`src/etb_pkg.sv`:
```
// Package for the event timer bank: opcodes, slot modes, transaction
// payload types and the command/status types between controller and datapath.
// No dependencies.
package etb_pkg;

    localparam logic [2:0] OP_TICK     = 3'd0;
    localparam logic [2:0] OP_DISPATCH = 3'd1;
    localparam logic [2:0] OP_START    = 3'd2;
    localparam logic [2:0] OP_STOP     = 3'd3;
    localparam logic [2:0] OP_QUERY    = 3'd4;

    localparam logic [1:0] MODE_DISABLED = 2'd0;
    localparam logic [1:0] MODE_COUNTING = 2'd1;
    localparam logic [1:0] MODE_DUE      = 2'd2;
    localparam logic [1:0] MODE_FINISHED = 2'd3;

    localparam int MAX_FIRED = 8;

    typedef struct packed {
        logic [2:0]  opcode;
        logic [7:0]  timer_id;
        logic        periodic;
        logic [15:0] period;
    } req_t;

    typedef struct packed {
        logic       fired_valid;
        logic [2:0] fired_index;
        logic [1:0] mode_read;
        logic       last;
    } rsp_t;

    typedef struct packed {
        logic [1:0]  mode;
        logic        periodic;
        logic [15:0] period;
        logic [15:0] count;
    } slot_t;

    typedef struct packed {
        logic accept;
        logic start_wr;
        logic prime_rd;
        logic id_rd;
        logic eval;
        logic stop_wr;
        logic flush;
        logic query_out;
    } cmd_t;

    typedef struct packed {
        logic [2:0] req_opcode;
        logic       req_id_ok;
        logic       dispatch;
        logic       id_ok;
        logic       out_free;
        logic       due_hit;
        logic       pend_valid;
        logic       last_slot;
        logic       cap_hit;
    } sts_t;

endpackage

```
`src/etb_ram.sv`:
```
// Generic single-write, single-read RAM with registered read data.
// No dependencies.
module etb_ram #(
    parameter int WIDTH  = 35,
    parameter int DEPTH  = 8,
    parameter int ADDR_W = (DEPTH > 1) ? $clog2(DEPTH) : 1
) (
    input  logic              clk,
    input  logic              we,
    input  logic [ADDR_W-1:0] waddr,
    input  logic [WIDTH-1:0]  wdata,
    input  logic              re,
    input  logic [ADDR_W-1:0] raddr,
    output logic [WIDTH-1:0]  rdata
);

    logic [WIDTH-1:0] mem [DEPTH];

    always_ff @(posedge clk)
    begin
        if (we)
        begin
            mem[waddr] <= wdata;
        end
        if (re)
        begin
            rdata <= mem[raddr];
        end
    end

endmodule

```
`src/etb_dp.sv`:
```
// Datapath of the event timer bank: slot RAM, per-slot valid flags, scan
// counter, pending fired slot and the result register.
// Depends on etb_pkg and etb_ram.
module etb_dp #(
    parameter int NUM_TIMERS = 8
) (
    input  logic          clk,
    input  logic          rst_n,
    input  etb_pkg::req_t req,
    input  etb_pkg::cmd_t cmd,
    input  logic          rsp_stall,
    output etb_pkg::sts_t sts,
    output etb_pkg::rsp_t rsp,
    output logic          rsp_valid
);

    import etb_pkg::*;

    localparam int AW = (NUM_TIMERS > 1) ? $clog2(NUM_TIMERS) : 1;
    localparam int CW = $clog2(NUM_TIMERS + 1);
    localparam int FW = $clog2(MAX_FIRED);

    logic [2:0]            op_reg;
    logic [7:0]            id_reg;
    logic [CW-1:0]         idx_reg;
    logic [FW-1:0]         found_reg;
    logic                  pend_valid_reg;
    logic [AW-1:0]         pend_idx_reg;
    logic [NUM_TIMERS-1:0] valid_reg;
    logic                  rvalid_reg;
    logic                  rsp_valid_reg;
    rsp_t                  rsp_reg;

    logic          we;
    logic [AW-1:0] waddr;
    slot_t         wdata;
    logic          re;
    logic [AW-1:0] raddr;
    slot_t         rdata;
    slot_t         rslot;
    slot_t         upd;
    logic [CW-1:0] idx_inc;
    logic          push;
    rsp_t          item;
    logic          out_free;

    etb_ram #(
        .WIDTH (35),
        .DEPTH (NUM_TIMERS),
        .ADDR_W(AW)
    ) u_ram (
        .clk  (clk),
        .we   (we),
        .waddr(waddr),
        .wdata(wdata),
        .re   (re),
        .raddr(raddr),
        .rdata(rdata)
    );

    assign rslot    = rvalid_reg ? rdata : '0;
    assign idx_inc  = idx_reg + 1'b1;
    assign out_free = !rsp_valid_reg || !rsp_stall;

    assign sts.req_opcode = req.opcode;
    assign sts.req_id_ok  = req.timer_id < 8'(NUM_TIMERS);
    assign sts.dispatch   = op_reg == OP_DISPATCH;
    assign sts.id_ok      = id_reg < 8'(NUM_TIMERS);
    assign sts.out_free   = out_free;
    assign sts.due_hit    = (op_reg == OP_DISPATCH) && (rslot.mode == MODE_DUE);
    assign sts.pend_valid = pend_valid_reg;
    assign sts.last_slot  = idx_reg == CW'(NUM_TIMERS - 1);
    assign sts.cap_hit    = found_reg == FW'(MAX_FIRED - 1);

    always_comb
    begin
        upd = rslot;
        if (op_reg != OP_DISPATCH)
        begin
            if (rslot.mode == MODE_COUNTING)
            begin
                upd.count = rslot.count + 16'd1;
                if (upd.count == rslot.period)
                begin
                    upd.mode = MODE_DUE;
                end
            end
        end
        else if (rslot.mode == MODE_DUE)
        begin
            if (rslot.periodic)
            begin
                upd.count = 16'd0;
                upd.mode  = MODE_COUNTING;
            end
            else
            begin
                upd.mode = MODE_FINISHED;
            end
        end
    end

    always_comb
    begin
        we    = 1'b0;
        waddr = idx_reg[AW-1:0];
        wdata = upd;
        if (cmd.start_wr)
        begin
            we    = 1'b1;
            waddr = req.timer_id[AW-1:0];
            wdata = '{mode: MODE_COUNTING, periodic: req.periodic,
                      period: req.period, count: 16'd0};
        end
        else if (cmd.eval)
        begin
            we = 1'b1;
        end
        else if (cmd.stop_wr)
        begin
            we         = 1'b1;
            waddr      = id_reg[AW-1:0];
            wdata      = rslot;
            wdata.mode = MODE_DISABLED;
        end
    end

    always_comb
    begin
        re    = 1'b0;
        raddr = idx_reg[AW-1:0];
        if (cmd.prime_rd)
        begin
            re = 1'b1;
        end
        else if (cmd.eval && !sts.last_slot)
        begin
            re    = 1'b1;
            raddr = idx_inc[AW-1:0];
        end
        else if (cmd.id_rd)
        begin
            re    = 1'b1;
            raddr = id_reg[AW-1:0];
        end
    end

    always_comb
    begin
        push = 1'b0;
        item = '0;
        if (cmd.eval && sts.due_hit && pend_valid_reg)
        begin
            push             = 1'b1;
            item.fired_valid = 1'b1;
            item.fired_index = 3'(pend_idx_reg);
        end
        else if (cmd.flush)
        begin
            push             = 1'b1;
            item.fired_valid = pend_valid_reg;
            item.fired_index = 3'(pend_idx_reg);
            item.last        = 1'b1;
        end
        else if (cmd.query_out)
        begin
            push           = 1'b1;
            item.mode_read = sts.id_ok ? rslot.mode : MODE_DISABLED;
            item.last      = 1'b1;
        end
    end

    always_ff @(posedge clk or negedge rst_n)
    begin
        if (!rst_n)
        begin
            op_reg         <= OP_TICK;
            idx_reg        <= '0;
            found_reg      <= '0;
            pend_valid_reg <= 1'b0;
            valid_reg      <= '0;
            rvalid_reg     <= 1'b0;
            rsp_valid_reg  <= 1'b0;
        end
        else
        begin
            if (cmd.accept)
            begin
                op_reg         <= req.opcode;
                idx_reg        <= '0;
                found_reg      <= '0;
                pend_valid_reg <= 1'b0;
            end
            else if (cmd.eval)
            begin
                idx_reg <= idx_inc;
                if (sts.due_hit)
                begin
                    pend_valid_reg <= 1'b1;
                    if (!sts.cap_hit)
                    begin
                        found_reg <= found_reg + 1'b1;
                    end
                end
            end
            if (we)
            begin
                valid_reg[waddr] <= 1'b1;
            end
            if (re)
            begin
                rvalid_reg <= valid_reg[raddr];
            end
            if (push)
            begin
                rsp_valid_reg <= 1'b1;
            end
            else if (!rsp_stall)
            begin
                rsp_valid_reg <= 1'b0;
            end
        end
    end

    always_ff @(posedge clk)
    begin
        if (cmd.accept)
        begin
            id_reg       <= req.timer_id;
            pend_idx_reg <= '0;
        end
        else if (cmd.eval && sts.due_hit)
        begin
            pend_idx_reg <= idx_reg[AW-1:0];
        end
        if (push)
        begin
            rsp_reg <= item;
        end
    end

    assign rsp       = rsp_reg;
    assign rsp_valid = rsp_valid_reg;

endmodule

```
`src/etb_ctrl.sv`:
```
// Controller of the event timer bank: sequences slot scans, stop and query
// accesses and result transactions.
// Depends on etb_pkg.
module etb_ctrl (
    input  logic          clk,
    input  logic          rst_n,
    input  logic          req_valid,
    input  etb_pkg::sts_t sts,
    output etb_pkg::cmd_t cmd,
    output logic          req_stall
);

    import etb_pkg::*;

    typedef enum logic [2:0] {
        S_IDLE,
        S_PRIME,
        S_EVAL,
        S_FLUSH,
        S_STOP_RD,
        S_STOP_WR,
        S_QUERY_RD,
        S_QUERY
    } state_t;

    state_t state_reg;
    state_t state_next;
    logic   req_stall_reg;
    logic   wait_out;

    assign wait_out = sts.due_hit && sts.pend_valid && !sts.out_free;

    always_comb
    begin
        state_next = state_reg;
        cmd        = '0;
        unique case (state_reg)
            S_IDLE:
            begin
                if (req_valid)
                begin
                    cmd.accept   = 1'b1;
                    cmd.start_wr = (sts.req_opcode == OP_START) && sts.req_id_ok;
                    unique case (sts.req_opcode) inside
                        OP_TICK, OP_DISPATCH: state_next = S_PRIME;
                        OP_STOP:              state_next = sts.req_id_ok ? S_STOP_RD : S_IDLE;
                        OP_QUERY:             state_next = S_QUERY_RD;
                        default:              state_next = S_IDLE;
                    endcase
                end
            end
            S_PRIME:
            begin
                cmd.prime_rd = 1'b1;
                state_next   = S_EVAL;
            end
            S_EVAL:
            begin
                if (!wait_out)
                begin
                    cmd.eval = 1'b1;
                    if ((sts.due_hit && sts.cap_hit) || sts.last_slot)
                    begin
                        state_next = sts.dispatch ? S_FLUSH : S_IDLE;
                    end
                end
            end
            S_FLUSH:
            begin
                if (sts.out_free)
                begin
                    cmd.flush  = 1'b1;
                    state_next = S_IDLE;
                end
            end
            S_STOP_RD:
            begin
                cmd.id_rd  = 1'b1;
                state_next = S_STOP_WR;
            end
            S_STOP_WR:
            begin
                cmd.stop_wr = 1'b1;
                state_next  = S_IDLE;
            end
            S_QUERY_RD:
            begin
                cmd.id_rd  = sts.id_ok;
                state_next = S_QUERY;
            end
            S_QUERY:
            begin
                if (sts.out_free)
                begin
                    cmd.query_out = 1'b1;
                    state_next    = S_IDLE;
                end
            end
            default:
            begin
                state_next = S_IDLE;
            end
        endcase
    end

    always_ff @(posedge clk or negedge rst_n)
    begin
        if (!rst_n)
        begin
            state_reg     <= S_IDLE;
            req_stall_reg <= 1'b0;
        end
        else
        begin
            state_reg     <= state_next;
            req_stall_reg <= state_next != S_IDLE;
        end
    end

    assign req_stall = req_stall_reg;

endmodule

```
`src/event_timer_bank.sv`:
```
// Event timer bank top level: controller plus slot datapath.
// A dispatch waits while the result side stalls. Scan speed is set by the single
// slot RAM port, which visits one slot per cycle during a scan, unless a fired
// slot waits on an occupied result register. Reset is immediate: per-slot valid
// flags make every slot read as disabled, with no clearing pass.
module event_timer_bank #(
    parameter int NUM_TIMERS = 8
) (
    input  logic          clk,
    input  logic          rst_n,
    input  logic          req_valid,
    output logic          req_stall,
    input  etb_pkg::req_t req,
    output logic          rsp_valid,
    input  logic          rsp_stall,
    output etb_pkg::rsp_t rsp
);

    import etb_pkg::*;

    cmd_t cmd;
    sts_t sts;

    etb_ctrl u_ctrl (
        .clk      (clk),
        .rst_n    (rst_n),
        .req_valid(req_valid),
        .sts      (sts),
        .cmd      (cmd),
        .req_stall(req_stall)
    );

    etb_dp #(
        .NUM_TIMERS(NUM_TIMERS)
    ) u_dp (
        .clk      (clk),
        .rst_n    (rst_n),
        .req      (req),
        .cmd      (cmd),
        .rsp_stall(rsp_stall),
        .sts      (sts),
        .rsp      (rsp),
        .rsp_valid(rsp_valid)
    );

    a_flush_free: assert property (@(posedge clk) disable iff (!rst_n)
        cmd.flush |-> sts.out_free)
        else $error("flush with result register occupied");

    a_push_free: assert property (@(posedge clk) disable iff (!rst_n)
        (cmd.eval && sts.due_hit && sts.pend_valid) |-> sts.out_free)
        else $error("pending slot pushed into occupied result register");

    a_accept_quiet: assert property (@(posedge clk) disable iff (!rst_n)
        (req_valid && !req_stall) |-> (!cmd.eval && !cmd.flush && !cmd.query_out))
        else $error("request accepted while a scan or result is in progress");

    a_unfired_last: assert property (@(posedge clk) disable iff (!rst_n)
        (rsp_valid && !rsp.fired_valid) |-> rsp.last)
        else $error("non-fired result not marked last");

endmodule

```
`config.mk`:
```
export PLATFORM = sky130hd
export DESIGN_NAME = event_timer_bank
export DESIGN_NICKNAME = d
export VERILOG_FILES = /design/src/etb_pkg.sv /design/src/etb_ram.sv /design/src/etb_dp.sv /design/src/etb_ctrl.sv /design/src/event_timer_bank.sv
export SDC_FILE = /design/constraint.sdc
export NUM_CORES = 1
export LEC_CHECK = 0
export BUFFER_PORTS_ARGS = -buffer_cell sky130_fd_sc_hd__buf_2
export CAP_MARGIN = 20
export CORE_AREA = 2 2 176 178
export DETAILED_ROUTE_END_ITERATION = 8
export DIE_AREA = 0 0 178 180
export PLACE_DENSITY = 0.72
export SYNTH_ARGS = -nofsm -noshare
export SYNTH_HDL_FRONTEND = slang
export SYNTH_HIERARCHICAL = 1
export SYNTH_SLANG_ARGS = --single-unit
```
`constraint.sdc`:
```
create_clock -name clk -period 5.6 [get_ports clk]
set_input_delay 0.56 -clock clk [delete_from_list [all_inputs] [get_ports clk]]
set_output_delay 0.56 -clock clk [all_outputs]
set_load 0.02 [all_outputs]
```
==> flow_summary.json <==
{
  "status": "finished clean",
  "final_nets": 997,
  "slew_headroom_pct": 28.2,
  "antenna_found_initial": 0,
  "clk_path_buf_depth": 3,
  "rsz0062_at_grt": "false",
  "num_antenna_cells": 0,
  "io_pins": 41,
  "async_flop_share_pct": 6.98,
  "switching_share_pct": 33.2,
  "r2r_end": "u_dp/u_ram/mem[2][28]",
  "pre_cts_slack_ns": 1.55,
  "dieArea_sq_mm": 0.0320,
  "yosys_warnings": 6,
  "dp_cells": 1318,
  "finalHoldViolCount": 0,
  "io_buffers": 40,
  "chipWidth_microns": 178,
  "skew_ns": 0.0223,
  "clk-insertion-delay-late_ns": 0.54,
  "critPathArrivalTime_ns": 4.34,
  "synth_edf_count": 330,
  "cts_num_sinks": 358,
  "cts_resized": 0,
  "synth_fp_nets": 940,
  "power_frac_comb_pct": 36.8,
  "final_cells": 1382,
  "firstDrtPassIters": 5,
  "layout-drive-gt1-share_pct": 19.0,
  "start_util_pct": 51.2,
  "gp_congestion": 0.840,
  "gr-total-overflow": 0,
  "crit_required_ns": 5.83,
  "setup_slack_ns": 1.49,
  "syn2layout_area_growth_pct": 12.0,
  "drt_iter0_drc": 773,
  "cts_tree": "built",
  "coreArea_sq_mm": 0.0302,
  "start_kind": "register",
  "cts_buffers": 37,
  "tightest_slew_ns": 1.08,
  "num_rows": 64,
  "ys_seq_area_share_pct": 68.5,
  "root_buffer": "clkbuf_16",
  "routed_wl_microns": 31800,
  "largest_register": "u_dp/u_ram/mem",
  "power.leakage_nw": 5.97,
  "hold_class": "primary input to async pin",
  "syn_avg_cell_area_sq_um": 17.1,
  "grt_pass1_vias": 8271,
  "p_per_area_mw_per_mm2": 621,
  "ys_types": 66,
  "netlist_area_sq_mm": 0.0155,
  "route.vias.total": 8271,
  "max_cap_viol_count": 0,
  "slew_violations": 0,
  "endpoint_kind": "register",
  "max_freq_mhz": 243,
  "rrSetupSlack_ns": 1.49,
  "p_int_mw": 7.18,
  "power_frac_seq_pct": 42.0,
  "crit_type": "register to register",
  "synth_flop_cell": "edfxtp_1",
  "power.switching_mw": 3.57,
  "largest_reg_flops": 280,
  "clkTransAtPathRegs_ns": 0.06,
  "viasPerCell": 5.98,
  "die_y_microns": 180,
  "cts-htree-levels": 2,
  "finalSetupTns_ns": 0,
  "hold_buffers": 0,
  "vdd_drop_max_mv": 0.332,
  "rr_worst_depth": 12,
  "dpl.hpwl_microns": 18900,
  "critical_path.startpoint": "u_dp/op_reg[1]",
  "synth-seq-cells": 358,
  "crit_end": "u_dp/u_ram/mem[2][28]",
  "ant_nets": 0,
  "grt_max_degree": 74,
  "crit_path_max_fanout": 17,
  "rr_startpoint": "u_dp/op_reg[1]",
  "timing.final.crit_share_pct": 73.4,
  "fin_crit_ns": 4.11,
  "top_regs": "u_dp/u_ram/mem x280, u_dp/u_ram/rdata x35",
  "grt_pass1_wl_microns": 48600,
  "wl_per_cell_microns": 23.0,
  "netlist_instances": 904,
  "post_cts.repair.setup_buffers": 0,
  "finalSetupViolCount": 0,
  "route.detailed.drc": 0,
  "grt_usage_pct": 20.2,
  "clockPowerShare_pct": 21.2
}
worst min path at each step:
stage / startpoint / end / depth (start not counted)
floorplan: rst_n / u_ctrl/req_stall / 0
global placement: u_dp/valid_reg[0] / u_dp/valid_reg[0] / 1
detailed placement: u_dp/valid_reg[0] / u_dp/valid_reg[0] / 1
CTS: rst_n / u_dp/rsp_valid / 1
global route: rst_n / u_ctrl/req_stall / 1
finish: rst_n / u_dp/op_reg[1] / 1
Yosys cell counts, drive strengths merged, types with 8 or more instances:
master	instances	area, sq um
nor3	8	40.0
dfrtp	25	626
mux2	40	450
and3	10	65.1
a21oi	16	80.1
nor2	50	190
mux4	70	1840
clkbuf	24	92.6
xor2	16	140
o21ai	31	155
nand2	78	293
a21o	9	67.6
mux2i	9	90.1
edfxtp	330	9910
and2	12	75.1
xnor2	15	131
buf	25	185
nand3	15	80.1
nor2b	12	75.1
inv	10	37.5
nand2b	16	100
critical path, cell delays in order (launching register included):
cell and delay [ns]:
dfrtp_1 0.38, nor3b_2 0.51, and4_1 0.39, nand3b_1 0.16
and3_2 0.35, nor2b_1 0.28, buf_4 0.25, mux2i_1 0.18
o21ai_0 0.09, buf_4 0.19, nand2b_1 0.22, nor2_4 0.55
buf_12 0.25
routing by layer:
metal | vias up | GRT usage [%] | part of all wire [%]
met5 | - | 0 | 0
li1 | 3727 | - | -
met2 | 270 | 32.3 | 48
met3 | 60 | 2.86 | 5.3
met1 | 4214 | 28.7 | 44
met4 | 0 | 6.75 | 2.9
through the flow:
stage,area [sq um],hold slack (ns),power [mW],util (%)
after floorplan,15500,0.264,7.42,-
after global placement,16200,0.436,8.41,53.7
after detailed placement,16200,0.440,8.52,53.7
after CTS,17300,0.0565,10.8,57.4
after global routing,17300,0.0882,11.3,57.4
final,17300,0.0446,10.7,57.4
layout make-up:
cell class / count / area, sq um
inverter: 10 / 37.5
fill: 2259 / 12900
multi-input combinational: 487 / 4650
tap: 396 / 495
sequential: 358 / 10600
clock buffer: 48 / 988
timing repair buffer: 67 / 428
clock inverter: 16 / 126
placed cells by master (no fill, tap or decap), types with 4 or more instances in the layout:
cell / instances
nand3b_1: 4
clkbuf_1: 10
mux2_2: 40
edfxtp_1: 330
dfrtp_1: 25
xor2_1: 16
clkinv_1: 6
and4_1: 6
nor3_1: 5
a211oi_1: 6
o21ai_0: 30
buf_4: 25
and2_1: 12
mux2i_1: 9
nor2b_1: 12
clkinv_2: 6
nand2b_1: 16
and3_1: 8
nand2_1: 78
or4_1: 4
buf_2: 40
nand3_1: 14
nor2_1: 42
a21o_1: 9
nor2_4: 7
xnor2_1: 15
clkbuf_16: 38
ha_1: 4
a21oi_1: 16
mux4_1: 70
inv_1: 7
nand4_1: 6
a31oi_1: 5
logic make-up after synthesis:
kind of cell	count (synthesis)	share of synthesized area, %
flip-flops	358	68.5
AND/OR/NAND/NOR	239	7.97
multiplexers	119	15.4
AO/OA/AOI/OAI	94	4.01
buffers and inverters	59	2.04
XOR/XNOR	31	1.76
adder cells (fa/ha/maj)	4	0.324
power by group through the flow:
stage	sequential [mW]	clock, mW	combinational, mW
2_1_floorplan	4.41	0	3.01
3_3_place_gp	4.55	0	3.86
3_5_place_dp	4.57	0	3.95
4_1_cts	4.52	2.32	3.97
5_1_grt	4.58	2.43	4.26
6_report	4.52	2.27	3.95
Note: power is estimated with default switching activity, not from simulation.
